$ cat src/hdl/bpg_pkg.sv
// ----------------------------------------------------------------------------
// bpg_pkg: shared types and constants of the button gesture detector
// Holds the request and result structs, command and gesture codes, and the
// struct that carries memory accesses from the sequencer to the entry store.
// ----------------------------------------------------------------------------
package bpg_pkg;

  // Widths fixed by the item fields.
  localparam int PIN_W      = 9;
  localparam int TIME_W     = 16;
  localparam int CMD_W      = 2;
  localparam int BTN_IDX_W  = 4;
  localparam int GEST_W     = 2;
  localparam int MAX_BUTTONS = 16;

  // One store entry: press time above the pending gesture code.
  localparam int ENTRY_W    = TIME_W + GEST_W;
  localparam int MEM_ADDR_W = 4;

  // Command codes.
  localparam logic [CMD_W-1:0] CMD_SAMPLE = 2'd0;
  localparam logic [CMD_W-1:0] CMD_TICK   = 2'd1;
  localparam logic [CMD_W-1:0] CMD_FETCH  = 2'd2;
  localparam logic [CMD_W-1:0] CMD_UNUSED = 2'd3;

  // Pending gesture codes.
  localparam logic [GEST_W-1:0] GEST_NONE  = 2'd0;
  localparam logic [GEST_W-1:0] GEST_SHORT = 2'd1;
  localparam logic [GEST_W-1:0] GEST_LONG  = 2'd2;

  // Configuration register indexes.
  localparam logic REG_DEBOUNCE = 1'b0;
  localparam logic REG_SHORT    = 1'b1;

  // Reset values of the configuration registers.
  localparam logic [TIME_W-1:0] DEBOUNCE_RESET = 16'd25;
  localparam logic [TIME_W-1:0] SHORT_RESET    = 16'd1000;

  typedef struct packed {
    logic [CMD_W-1:0]  command;
    logic [PIN_W-1:0]  button_pins;
    logic [TIME_W-1:0] time_now;
  } item_t;

  typedef struct packed {
    logic                 event_valid;
    logic [BTN_IDX_W-1:0] event_button;
    logic                 event_gesture;
  } result_t;

  typedef struct packed {
    logic                  rd_en;
    logic [MEM_ADDR_W-1:0] rd_addr;
    logic                  wr_en;
    logic [MEM_ADDR_W-1:0] wr_addr;
    logic [ENTRY_W-1:0]    wr_data;
  } mem_req_t;

endpackage

$ cat src/hdl/bpg_mem.sv
// ----------------------------------------------------------------------------
// bpg_mem: per-button entry store
// One synchronous memory of press times and pending gestures, one read and
// one write per cycle, read data registered. Valid bits make an entry that
// was never written since reset read as zero.
// ----------------------------------------------------------------------------
module bpg_mem #(
  parameter int DEPTH = 9
) (
  input  logic                        clk,
  input  logic                        rst,
  input  bpg_pkg::mem_req_t           req,
  output logic [bpg_pkg::ENTRY_W-1:0] rdata
);
  import bpg_pkg::*;

  localparam int AW = (DEPTH > 1) ? $clog2(DEPTH) : 1;

  logic [ENTRY_W-1:0] mem [DEPTH];
  logic [DEPTH-1:0]   valid;
  logic [AW-1:0]      rd_addr;
  logic [AW-1:0]      wr_addr;

  assign rd_addr = req.rd_addr[AW-1:0];
  assign wr_addr = req.wr_addr[AW-1:0];

  // Entry array write.
  always_ff @(posedge clk) begin
    if (req.wr_en) begin
      mem[wr_addr] <= req.wr_data;
    end
  end

  // Valid bits, cleared all at once by reset.
  always_ff @(posedge clk) begin
    if (rst) begin
      valid <= '0;
    end else if (req.wr_en) begin
      valid[wr_addr] <= 1'b1;
    end
  end

  // Registered read; a write to the same entry in the same cycle wins.
  always_ff @(posedge clk) begin
    if (req.rd_en) begin
      if (req.wr_en && (wr_addr == rd_addr)) begin
        rdata <= req.wr_data;
      end else if (valid[rd_addr]) begin
        rdata <= mem[rd_addr];
      end else begin
        rdata <= '0;
      end
    end
  end

endmodule

$ cat src/hdl/bpg_seq.sv
// ----------------------------------------------------------------------------
// bpg_seq: button scan sequencer
// Takes one request, walks the buttons one per cycle through the entry store
// (read, modify, write back), keeps the pressed and long-press masks, and
// holds the result until the output register takes it.
// ----------------------------------------------------------------------------
module bpg_seq #(
  parameter int BUTTON_COUNT = 9
) (
  input  logic                        clk,
  input  logic                        rst,
  input  logic                        item_valid,
  output logic                        item_ready,
  input  bpg_pkg::item_t              item,
  input  logic [bpg_pkg::TIME_W-1:0]  debounce_ticks,
  input  logic [bpg_pkg::TIME_W-1:0]  short_max_ticks,
  output logic                        done,
  input  logic                        take,
  output bpg_pkg::result_t            res,
  output bpg_pkg::mem_req_t           mreq,
  input  logic [bpg_pkg::ENTRY_W-1:0] rdata
);
  import bpg_pkg::*;

  localparam int AW = (BUTTON_COUNT > 1) ? $clog2(BUTTON_COUNT) : 1;
  localparam int CW = $clog2(BUTTON_COUNT + 1);
  localparam logic [CW-1:0] LAST = CW'(BUTTON_COUNT);

  localparam logic [1:0] S_IDLE = 2'd0;
  localparam logic [1:0] S_SCAN = 2'd1;
  localparam logic [1:0] S_DONE = 2'd2;

  logic [1:0]              state;
  logic [CW-1:0]           cnt;
  logic                    pv;
  logic [AW-1:0]           pidx;
  logic [CMD_W-1:0]        cmd_q;
  logic [TIME_W-1:0]       time_q;
  logic [BUTTON_COUNT-1:0] held_q;
  logic [BUTTON_COUNT-1:0] pressed_mask;
  logic [BUTTON_COUNT-1:0] long_mask;
  logic                    found;
  result_t                 res_q;

  logic [MAX_BUTTONS-1:0]  pins_w;
  logic [BUTTON_COUNT-1:0] held_in;
  logic [BUTTON_COUNT-1:0] changed;
  logic [TIME_W-1:0]       ptime;
  logic [GEST_W-1:0]       gest;
  logic [TIME_W-1:0]       held_for;
  logic                    rd_en;
  logic                    wr_en;
  logic [ENTRY_W-1:0]      wr_data;
  logic                    long_set;
  logic                    long_clr;
  logic                    fetch_hit;

  // Buttons without a pin read level 0 and so count as held.
  assign pins_w  = MAX_BUTTONS'(item.button_pins);
  assign held_in = ~pins_w[BUTTON_COUNT-1:0];
  assign changed = held_q ^ pressed_mask;

  assign item_ready = (state == S_IDLE);
  assign done       = (state == S_DONE);
  assign res        = res_q;

  // Entry read for the button at the scan counter.
  assign rd_en = (state == S_SCAN) && (cnt != LAST);

  // Modify step for the button whose entry arrived this cycle.
  assign ptime    = rdata[ENTRY_W-1:GEST_W];
  assign gest     = rdata[GEST_W-1:0];
  assign held_for = time_q - ptime;

  always_comb begin
    wr_en     = 1'b0;
    wr_data   = rdata;
    long_set  = 1'b0;
    long_clr  = 1'b0;
    fetch_hit = 1'b0;
    if ((state == S_SCAN) && pv) begin
      case (cmd_q)
        CMD_SAMPLE: begin
          if (changed[pidx]) begin
            if (held_q[pidx]) begin
              wr_en    = 1'b1;
              wr_data  = {time_q, gest};
              long_clr = 1'b1;
            end else if (!long_mask[pidx] && (held_for > debounce_ticks)) begin
              wr_en   = 1'b1;
              wr_data = {ptime,
                         (held_for <= short_max_ticks) ? GEST_SHORT : GEST_LONG};
            end
          end
        end
        CMD_TICK: begin
          if (pressed_mask[pidx] && !long_mask[pidx] &&
              (held_for > short_max_ticks)) begin
            wr_en    = 1'b1;
            wr_data  = {ptime, GEST_LONG};
            long_set = 1'b1;
          end
        end
        CMD_FETCH: begin
          if (!found && (gest != GEST_NONE)) begin
            wr_en     = 1'b1;
            wr_data   = {ptime, GEST_NONE};
            fetch_hit = 1'b1;
          end
        end
        default: begin
        end
      endcase
    end
  end

  assign mreq.rd_en   = rd_en;
  assign mreq.rd_addr = MEM_ADDR_W'(cnt[AW-1:0]);
  assign mreq.wr_en   = wr_en;
  assign mreq.wr_addr = MEM_ADDR_W'(pidx);
  assign mreq.wr_data = wr_data;

  // Request capture and scan control.
  always_ff @(posedge clk) begin
    if (rst) begin
      state <= S_IDLE;
      pv    <= 1'b0;
      found <= 1'b0;
    end else begin
      case (state)
        S_IDLE: begin
          if (item_valid) begin
            cnt    <= '0;
            pv     <= 1'b0;
            found  <= 1'b0;
            res_q  <= '0;
            cmd_q  <= item.command;
            time_q <= item.time_now;
            held_q <= held_in;
            state  <= (item.command == CMD_UNUSED) ? S_DONE : S_SCAN;
          end
        end
        S_SCAN: begin
          cnt  <= cnt + CW'(1);
          pv   <= rd_en;
          pidx <= cnt[AW-1:0];
          if (fetch_hit) begin
            found               <= 1'b1;
            res_q.event_valid   <= 1'b1;
            res_q.event_button  <= BTN_IDX_W'(pidx);
            res_q.event_gesture <= (gest == GEST_LONG);
          end
          if (cnt == LAST) begin
            state <= S_DONE;
          end
        end
        S_DONE: begin
          if (take) begin
            state <= S_IDLE;
          end
        end
        default: begin
          state <= S_IDLE;
        end
      endcase
    end
  end

  // Pressed and long-press masks.
  always_ff @(posedge clk) begin
    if (rst) begin
      pressed_mask <= '0;
      long_mask    <= '0;
    end else begin
      if (long_clr) begin
        long_mask[pidx] <= 1'b0;
      end else if (long_set) begin
        long_mask[pidx] <= 1'b1;
      end
      if ((state == S_SCAN) && (cnt == LAST) && (cmd_q == CMD_SAMPLE)) begin
        pressed_mask <= held_q;
      end
    end
  end

  // The write-back entry is never the entry being read in the same cycle.
  a_no_collide: assert property (@(posedge clk) disable iff (rst)
    (wr_en && rd_en) |-> (mreq.wr_addr != mreq.rd_addr))
    else $error("entry store read and write hit the same entry");

  // A found event is only ever produced by a fetch request.
  a_event_from_fetch: assert property (@(posedge clk) disable iff (rst)
    (done && res_q.event_valid) |-> (cmd_q == CMD_FETCH))
    else $error("event reported for a non-fetch request");

  // At most one entry is cleared per fetch.
  a_single_fetch: assert property (@(posedge clk) disable iff (rst)
    fetch_hit |=> (found && !fetch_hit))
    else $error("fetch cleared more than one pending event");

endmodule

$ cat src/hdl/button_press_gesture_detector_top.sv
// ----------------------------------------------------------------------------
// button_press_gesture_detector_top: short and long press classifier
// Debounces a row of buttons and reports short and long presses on fetch.
// ----------------------------------------------------------------------------
// Usage:
//   Requests come on item_valid/item_ready with a command, the active-low pin
//   vector and the tick time. Every request gives exactly one result on
//   result_valid/result_ready; only a fetch that finds a pending event sets
//   event_valid, carrying the lowest-numbered button and its gesture.
//   Thresholds are set through the APB port: debounce_ticks at address 0,
//   short_max_ticks at address 4. Write them only while the block is idle.
// Timing:
//   A request runs from acceptance through the scan and the done state into
//   the result register; the next request is taken only once that register
//   has taken the result and the sequencer is idle again. The scan runs
//   through the entry store, which reads one button entry a cycle and
//   writes it back the cycle after. An unused command code skips the scan
//   and goes straight to the done state.
// Reset and stalls:
//   Reset clears all masks, pending events and press times and restores the
//   default thresholds. While result_ready is low the finished result waits
//   in the output register; one more request is taken and scanned, then the
//   block holds it until the output register frees up.
// ----------------------------------------------------------------------------
module button_press_gesture_detector_top #(
  parameter int BUTTON_COUNT = 9
) (
  input  logic              clk,
  input  logic              rst,
  input  logic              item_valid,
  output logic              item_ready,
  input  bpg_pkg::item_t    item,
  output logic              result_valid,
  input  logic              result_ready,
  output bpg_pkg::result_t  result,
  input  logic              psel,
  input  logic              penable,
  input  logic              pwrite,
  input  logic [2:0]        paddr,
  input  logic [31:0]       pwdata,
  output logic [31:0]       prdata,
  output logic              pready
);
  import bpg_pkg::*;

  logic [TIME_W-1:0]  debounce_ticks;
  logic [TIME_W-1:0]  short_max_ticks;
  logic               cfg_wr;
  logic               seq_done;
  logic               take;
  result_t            seq_res;
  mem_req_t           mreq;
  logic [ENTRY_W-1:0] rdata;

  // Configuration registers.
  assign pready = 1'b1;
  assign cfg_wr = psel && penable && pwrite;

  always_ff @(posedge clk) begin
    if (rst) begin
      debounce_ticks  <= DEBOUNCE_RESET;
      short_max_ticks <= SHORT_RESET;
    end else if (cfg_wr) begin
      if (paddr[2] == REG_DEBOUNCE) begin
        debounce_ticks <= pwdata[TIME_W-1:0];
      end else begin
        short_max_ticks <= pwdata[TIME_W-1:0];
      end
    end
  end

  assign prdata = (paddr[2] == REG_SHORT) ? 32'(short_max_ticks) : 32'(debounce_ticks);

  // Output register between the sequencer and the receiver.
  assign take = seq_done && (!result_valid || result_ready);

  always_ff @(posedge clk) begin
    if (rst) begin
      result_valid <= 1'b0;
    end else if (take) begin
      result_valid <= 1'b1;
    end else if (result_ready) begin
      result_valid <= 1'b0;
    end
  end

  always_ff @(posedge clk) begin
    if (take) begin
      result <= seq_res;
    end
  end

  bpg_seq #(
    .BUTTON_COUNT(BUTTON_COUNT)
  ) u_seq (
    .clk             (clk),
    .rst             (rst),
    .item_valid      (item_valid),
    .item_ready      (item_ready),
    .item            (item),
    .debounce_ticks  (debounce_ticks),
    .short_max_ticks (short_max_ticks),
    .done            (seq_done),
    .take            (take),
    .res             (seq_res),
    .mreq            (mreq),
    .rdata           (rdata)
  );

  bpg_mem #(
    .DEPTH(BUTTON_COUNT)
  ) u_mem (
    .clk   (clk),
    .rst   (rst),
    .req   (mreq),
    .rdata (rdata)
  );

endmodule

$ cat config.mk
export PLATFORM = sky130hd
export DESIGN_NAME = button_press_gesture_detector_top
export DESIGN_NICKNAME = d
export VERILOG_FILES = /design/src/hdl/bpg_pkg.sv /design/src/hdl/bpg_mem.sv /design/src/hdl/bpg_seq.sv /design/src/hdl/button_press_gesture_detector_top.sv
export SDC_FILE = /design/constraint.sdc
export NUM_CORES = 1
export LEC_CHECK = 0
export ABC_AREA = 1
export BUFFER_PORTS_ARGS = -buffer_cell sky130_fd_sc_hd__buf_4
export CORE_MARGIN = 2
export CORE_UTILIZATION = 50
export CTS_CLUSTER_DIAMETER = 200
export DETAILED_ROUTE_END_ITERATION = 16
export PLACE_DENSITY = 0.68
export SLEW_MARGIN = 0
export SYNTH_ARGS = -nofsm -noshare
export SYNTH_HDL_FRONTEND = slang
export SYNTH_SLANG_ARGS = --single-unit
$ cat constraint.sdc
create_clock -name clk -period 5.2 [get_ports clk]
set_clock_uncertainty 0.1 [all_clocks]
set_input_delay 0.52 -clock clk [delete_from_list [all_inputs] [get_ports clk]]
set_output_delay 0.52 -clock clk [all_outputs]
set_load 0.01 [all_outputs]
==> impl_metrics.csv, run 1 <==
group,metric,value,unit
outcome,status,"complete, no violations",
floorplanning,pin_count,110,
place,dpl.hpwl,20.5,mm
sta,hold_viol_final,0,
synthesis,yosysWarnings,0,
clock_tree,cts_hold_buf,0,
floorplanning,core,27600,um^2
clock_tree,clock_latency,0.55,ns
sta,relSlewSlack,23.6,%
min_path,hold_end,"u_seq.time_q[9]",
sta,rsz0062_at_grt,"false",
pwr,power,0.00552,W
detailed_routing,drt_wl_total,31.1,mm
sta,fin_crit_sh,90.4,%
cells_and_area,instances_no_fill,1920,
min_path,worstHoldPathType,"in -> reg",
detailed_routing,drt-initial-drc-count,815,
setup_path,cp_top_family,"simple AND/OR/NAND/NOR gates",
global_route,grt_pass1_wl,49.4,mm
setup_path,end_kind,"flip-flop",
detailed_routing,vias,10200,
setup_path,crit_type,"reg -> reg",
place,numPortBuffers,74,
global_route,grtUsageTotal,21.5,%
setup_path,rr_startpoint,"u_mem.rdata[2]",
synthesis,synth-seq-area-share,58.6,%
floorplanning,fp-row-count,61,
detailed_routing,wl_per_cell,16.2,um
clock_tree,cts-htree-levels,1,
clock_tree,cts-root-buf,"clkbuf_16",
cells_and_area,syn_to_final_growth,13.7,%
sta,tightestPinTransition,1.14,ns
setup_path,reg2reg_depth,26,
setup_path,crit_top_cell,"nand2_1",
pwr,leakagePower,6.31,nW
cells_and_area,fillers,2366,
sta,fin_crit,4.70,ns
cells_and_area,final_nets,1639,
synthesis,synth_area,14000,um^2
detailed_routing,detail-route-antenna-nets,0,
setup_path,crit_path_start_kind,"flip-flop",
floorplanning,start_util,50.5,%
clock_tree,path_clk_slew,0.06,ns
run,maxCapViolCount,0,
setup_path,cp_max_fo,18,
cells_and_area,diodes,0,
setup_path,crit_slowest_cell,"fa_1",
sta,slew_viol_final,0,
clock_tree,clock-sinks,295,
setup_path,cpPeakStageDelay,0.44,ns
place,placed_cells,1866,
global_route,antenna_found_initial,0,
setup_path,rrSetupSlack,0.50,ns
synthesis,synthCells,1454,
setup_path,worstPathRequired,5.33,ns
floorplanning,die-width,171,um
clock_tree,numCtsBuffers,30,
floorplanning,die_h,171,um
synthesis,syn_avg_cell_area,9.60,um^2
sta,setup_viol,0,
floorplanning,die-area,29300,um^2
global_route,grt_pass1_vias,9561,
sta,fmax,0.213,GHz
global_route,grt_start_max_net_pins,73,
setup_path,worstPathArrival,4.83,ns
detailed_routing,dr.pass1.iters,5,
clock_tree,clockBufferDepth,3,
setup_path,path_buf_inv,4,
pwr,power_density,347,nW/um^2
place,gp_congestion,0.876,
clock_tree,cts_tree,"built",
setup_path,r2r_end,"u_mem.mem[8][13]",
global_route,gr-total-overflow,0,
cells_and_area,drive_above_1_share,10.2,%
detailed_routing,route.detailed.drc,0,
min_path,min_from,"item[9]",
detailed_routing,vias_per_cell,5.29,
synthesis,synth-seq-cells,295,
sta,finalSetupTns,0,ns
synthesis,synth_cell_types,42,
pwr,ir_drop,0.232,mV
min_path,min_path_cells,1,
## worst max-delay path by stage
stage | start | to | slack (ns) | cells past startpoint
detailed placement | u_mem.rdata[2] | u_mem.mem[8][13] | 0.43 | 24
global placement | u_mem.rdata[2] | u_mem.mem[8][15] | 0.48 | 24
finish | u_mem.rdata[2] | u_mem.mem[8][13] | 0.50 | 26
floorplan | u_mem.rdata[2] | u_mem.mem[0][0] | 1.0 | 24
CTS | u_mem.rdata[2] | u_mem.mem[8][3] | 0.40 | 24
global route | u_mem.rdata[2] | u_mem.rdata[0] | 0.07 | 27
## timing repair
item	CTS	global route
gates resized for setup	0	1
setup endpoints to repair	0	5
setup buffers	0	0
## power breakdown
group          switching (W)  internal [W]  total (W)
combinational       0.000503      0.000270   0.000773
clock               0.000882       0.00121    0.00209
sequential         0.0000399       0.00261    0.00265
## placed cells by master (no fill, tap or decap), types with 11 or more instances in the layout
cell type  instances
o31ai_1           18
o21ai_1           12
inv_1            154
o21ai_0          140
nor2_1           206
dfxtp_1           66
a21oi_1          106
clkbuf_16         32
o32ai_1           36
nand3_1           55
ha_1              49
edfxtp_1         227
buf_4             84
xor2_1            11
nand2_1          239
conb_1            17
## cell usage after synthesis
cell type  count  share of area [%]
a21boi_0       3               0.16
a21o_1         2               0.11
a21oi_1      107                3.8
and2_1         2              0.090
buf_1          1              0.027
buf_2          4               0.14
buf_4         20                1.1
buf_6          3               0.24
clkbuf_1      45                1.2
clkinv_1       3              0.081
conb_1         2              0.054
dfxtp_1       68                9.7
edfxtp_1     227                 49
fa_1           1               0.14
ha_1          49                4.4
inv_1        154                4.1
inv_2          6               0.16
nand2_1      239                6.4
nand2_2        1              0.045
nand3_1       55                2.0
nand3_2        2               0.14
nand3_4        2               0.25
nand3b_1       1              0.054
nand4_1        5               0.22
nor2_1       207                5.6
nor2_2         3               0.13
nor2_4         2               0.16
nor3_1         6               0.22
nor3_2         1              0.072
nor3_4         1               0.12
nor3b_1        1              0.054
nor4_1         1              0.045
o21a_1         2               0.11
o21ai_0      140                5.0
o21ai_1       12               0.43
o21ai_2        1              0.063
o21bai_1       1              0.054
o22ai_1        3               0.13
o31ai_1       18               0.97
o32ai_1       36                2.3
xnor2_1        6               0.38
xor2_1        11               0.69
## flip-flops by register name, indices dropped and copies added (netlist names), named ones only
signal,cells
u_seq.found,1
u_seq.held_q,9
short_max_ticks,16
u_seq.pidx,4
u_mem.rdata,18
u_mem.mem,162
u_mem.valid,9
result,6
result_valid,1
u_seq.res,6
u_seq.pressed_mask,9
u_seq.cmd_q,2
u_seq.pv,1
u_seq.state,2
u_seq.cnt,4
debounce_ticks,16
u_seq.time_q,16
## stage by stage
stage / setup slack, ns / util, % / cell area, um^2 / hold WS [ns]
2_1_floorplan: 0.998 / - / 14000 / 0.300
5_1_grt: 0.0692 / 57.5 / 15900 / 0.0202
3_5_place_dp: 0.426 / 54.0 / 14900 / 0.305
3_3_place_gp: 0.478 / 54.0 / 14900 / 0.320
4_1_cts: 0.403 / 57.5 / 15900 / 0.0190
6_report: 0.500 / 57.5 / 15900 / 0.0407
## routing by layer
layer / track usage (%) / wire length [um] / up-vias
li1: - / - / 5074
met5: 0 / 0 / -
met1: 29.6 / 14100 / 4790
met2: 36.6 / 14800 / 253
met4: 5.23 / 694 / 0
met3: 2.45 / 1560 / 49
## final cells by class
| class | count | area (um^2) | area share (%) |
|---|---|---|---|
| clock buffer | 36 | 816 | 5.14 |
| clock inverter | 18 | 146 | 0.922 |
| inverter | 163 | 612 | 3.85 |
| multi-input combinational | 938 | 4860 | 30.6 |
| sequential | 295 | 8180 | 51.5 |
| tap | 378 | 473 | 2.98 |
| timing repair buffer | 92 | 791 | 4.98 |
## kinds of logic (layout without fill, tap and decap cells)
group | Yosys count | in the layout | share of synthesized area (%)
other | 2 | 17 | 0.0538
xor gates and xnor gates | 17 | 17 | 1.07
AOI/OAI and AO/OA | 325 | 325 | 13.1
DFF | 295 | 295 | 58.6
adders and majority gates | 50 | 50 | 4.53
buffers and inverters | 236 | 309 | 7.08
and+or+nand+nor | 529 | 529 | 15.6
No activity file was read; power rests on OpenSTA's default activity.
==> inputs of run 2 (changes only) <==
- BUFFER_PORTS_ARGS: -buffer_cell sky130_fd_sc_hd__buf_4 -> not set
- CORE_MARGIN: 2 -> not set
- DONT_BUFFER_PORTS: not set -> 1
- PLACE_DENSITY: 0.68 -> not set
==> run 2 against run 1 <==
  * Power grew 1.6%
  * Flip-flop and latch count unchanged
  * Worst hold slack worse by 0.018 ns
  * Clock-buffer cell count increased by 6
  * Non-clock buffer count decreased by 35
  * Highest routed layer unchanged
==> impl_metrics.csv, run 2 (synthesis results as in run 1) <==
group,metric,value,unit
cells_and_area,drive_above_1_share,6.16,%
global_route,grt_pass1_vias,9368,
run,maxCapViolCount,0,
detailed_routing,vias_per_cell,5.33,
setup_path,reg2reg_depth,24,
setup_path,worstPathRequired,5.35,ns
detailed_routing,detail-route-antenna-nets,0,
cells_and_area,fillers,2400,
setup_path,startpoint,"u_mem.rdata[2]",
clock_tree,path_clk_slew,0.06,ns
outcome,status,"complete, no violations",
place,gp_congestion,0.837,
clock_tree,numCtsBuffers,31,
global_route,grtUsageTotal,22.3,%
setup_path,crit_path_start_kind,"flip-flop",
clock_tree,clock_latency,0.55,ns
cells_and_area,reg_top3,"u_mem.mem: 162 flops, u_mem.rdata: 18 flops",
min_path,min_from,"pwdata[3]",
setup_path,r2r_end,"u_mem.mem[6][15]",
detailed_routing,vias,10000,
cells_and_area,layout_commonest_cell,"nand2_1",
place,dpl.hpwl,20.4,mm
sta,fmax,0.212,GHz
setup_path,cp_max_fo,18,
global_route,gr-total-overflow,0,
sta,hold_viol_final,0,
min_path,worstHoldPathType,"in -> reg",
clock_tree,cts-root-buf,"clkbuf_16",
floorplanning,die_h,169,um
sta,setup_viol,0,
floorplanning,pin_count,110,
min_path,min_path_cells,2,
sta,relSlewSlack,28.8,%
clock_tree,cts-htree-levels,1,
cells_and_area,syn_to_final_growth,13.1,%
floorplanning,start_util,51.4,%
sta,fin_crit_sh,90.6,%
sta,tightestPinTransition,1.06,ns
setup_path,end_kind,"flip-flop",
floorplanning,die-width,169,um
global_route,grt_pass1_wl,49.5,mm
clock_tree,cts_tree,"built",
cells_and_area,mostFrequentLayoutCells,"239 x nand2_1, 227 x edfxtp_1, 206 x nor2_1, 154 x inv_1, 140 x o21ai_0",
sta,fin_crit,4.71,ns
detailed_routing,wl_per_cell,16.8,um
clock_tree,clock-sinks,295,
cells_and_area,largest_reg_flops,162,
place,placed_area,14400,um^2
detailed_routing,drt_wl_total,31.6,mm
detailed_routing,drt-initial-drc-count,668,
global_route,grt_start_max_net_pins,73,
sta,finalSetupTns,0,ns
detailed_routing,route.detailed.drc,0,
floorplanning,fp-row-count,60,
global_route,antenna_found_initial,0,
setup_path,worstPathArrival,4.86,ns
cells_and_area,final_cell_area,15800,um^2
setup_path,rrSetupSlack,0.49,ns
pwr,power_density,355,nW/um^2
cells_and_area,final_nets,1605,
setup_path,crit_path_end,"u_mem.mem[6][15]",
setup_path,rr_startpoint,"u_mem.rdata[2]",
setup_path,crit_type,"reg -> reg",
sta,slew_viol_final,0,
cells_and_area,regMostFlops,"u_mem.mem",
floorplanning,die-area,28600,um^2
detailed_routing,dr.pass1.iters,7,
pwr,leakagePower,6.16,nW
cells_and_area,diodes,0,
floorplanning,core,27200,um^2
sta,rsz0062_at_grt,"false",
clock_tree,clockBufferDepth,3,
place,numPortBuffers,0,
pwr,ir_drop,0.231,mV
[run 2: cell count changes in the layout (fill, tap and decap cells not counted), sizes merged, moves of 4 or more]
cell and delta:
clkinv -4, buf -71, dlygate4sd3 +36, clkbuf +6
[run 2: area by class of cell]
class,count,area (um^2),share of cell area (%)
Tap cell,372,465,2.95
Multi-Input combinational cell,938,4860,30.8
Inverter,163,612,3.88
Timing Repair Buffer,57,643,4.07
Sequential cell,295,8180,51.8
Clock inverter,15,155,0.983
Clock buffer,42,868,5.50
[run 2: metrics by stage]
stage / setup slack (ns) / std cells / hold slack, ns / total power [W] / util (%)
floorplan: 0.998 / 1469 / 0.300 / 0.00324 / -
global route: 0.0946 / 1882 / 0.00351 / 0.00584 / 58.1
CTS: 0.307 / 1880 / 0.000259 / 0.00564 / 58.0
finish: 0.491 / 1882 / 0.0222 / 0.00560 / 58.1
global placement: 0.455 / 1788 / 0.321 / 0.00341 / 52.9
detailed placement: 0.348 / 1788 / 0.308 / 0.00342 / 52.9
[run 2: critical path, stage by stage, from the launching register on]
cell and delay, ns:
edfxtp_1 0.41, ha_1 0.27, fa_1 0.43, o21ai_0 0.29
nand2_1 0.09, nand2_1 0.08, a21oi_1 0.11, o21ai_0 0.29
nand2_1 0.09, nand2_1 0.11, nand3_1 0.09, nand2_1 0.07
nand2_1 0.04, nand2_1 0.05, inv_1 0.05, ha_1 0.26
nand2_1 0.06, nor3_1 0.20, nand2_1 0.09, a21oi_2 0.29
nand3_2 0.17, nand3_2 0.26, nand3_1 0.15, inv_1 0.14
buf_12 0.19
[run 2: power by group]
group          leakage, nW  total [W]  switching (W)  internal, W
Sequential            2.62    0.00266      0.0000468      0.00261
Combinational         3.04   0.000746       0.000492     0.000254
Clock                0.494    0.00220       0.000888      0.00131
Total                 6.16    0.00560        0.00143      0.00418
[run 2: repair_timing]
action / CTS / global route
endpoints found under the setup margin: 0 / 173
buffers inserted: 0 / 1
hold buffers: 35 / 1
gates resized for setup: 0 / 2
hold endpoints to repair: 49 / 1
[run 2: how the worst min path moves through the flow]
stage,end,slack [ns]
6_report,debounce_ticks[3],0.02
5_1_grt,debounce_ticks[3],0.004
4_1_cts,u_seq.held_q[5],0.0003
3_5_place_dp,result[0],0.31
3_3_place_gp,result[3],0.32
2_1_floorplan,result[0],0.30
[run 2: routing by layer]
| layer | up-vias | track usage, % | wire (um) |
|---|---|---|---|
| li1 | 5012 | - | - |
| met3 | 45 | 2.31 | 1450 |
| met2 | 245 | 37.8 | 15000 |
| met5 | - | 0 | 0 |
| met1 | 4725 | 30.8 | 14500 |
| met4 | 0 | 5.60 | 653 |
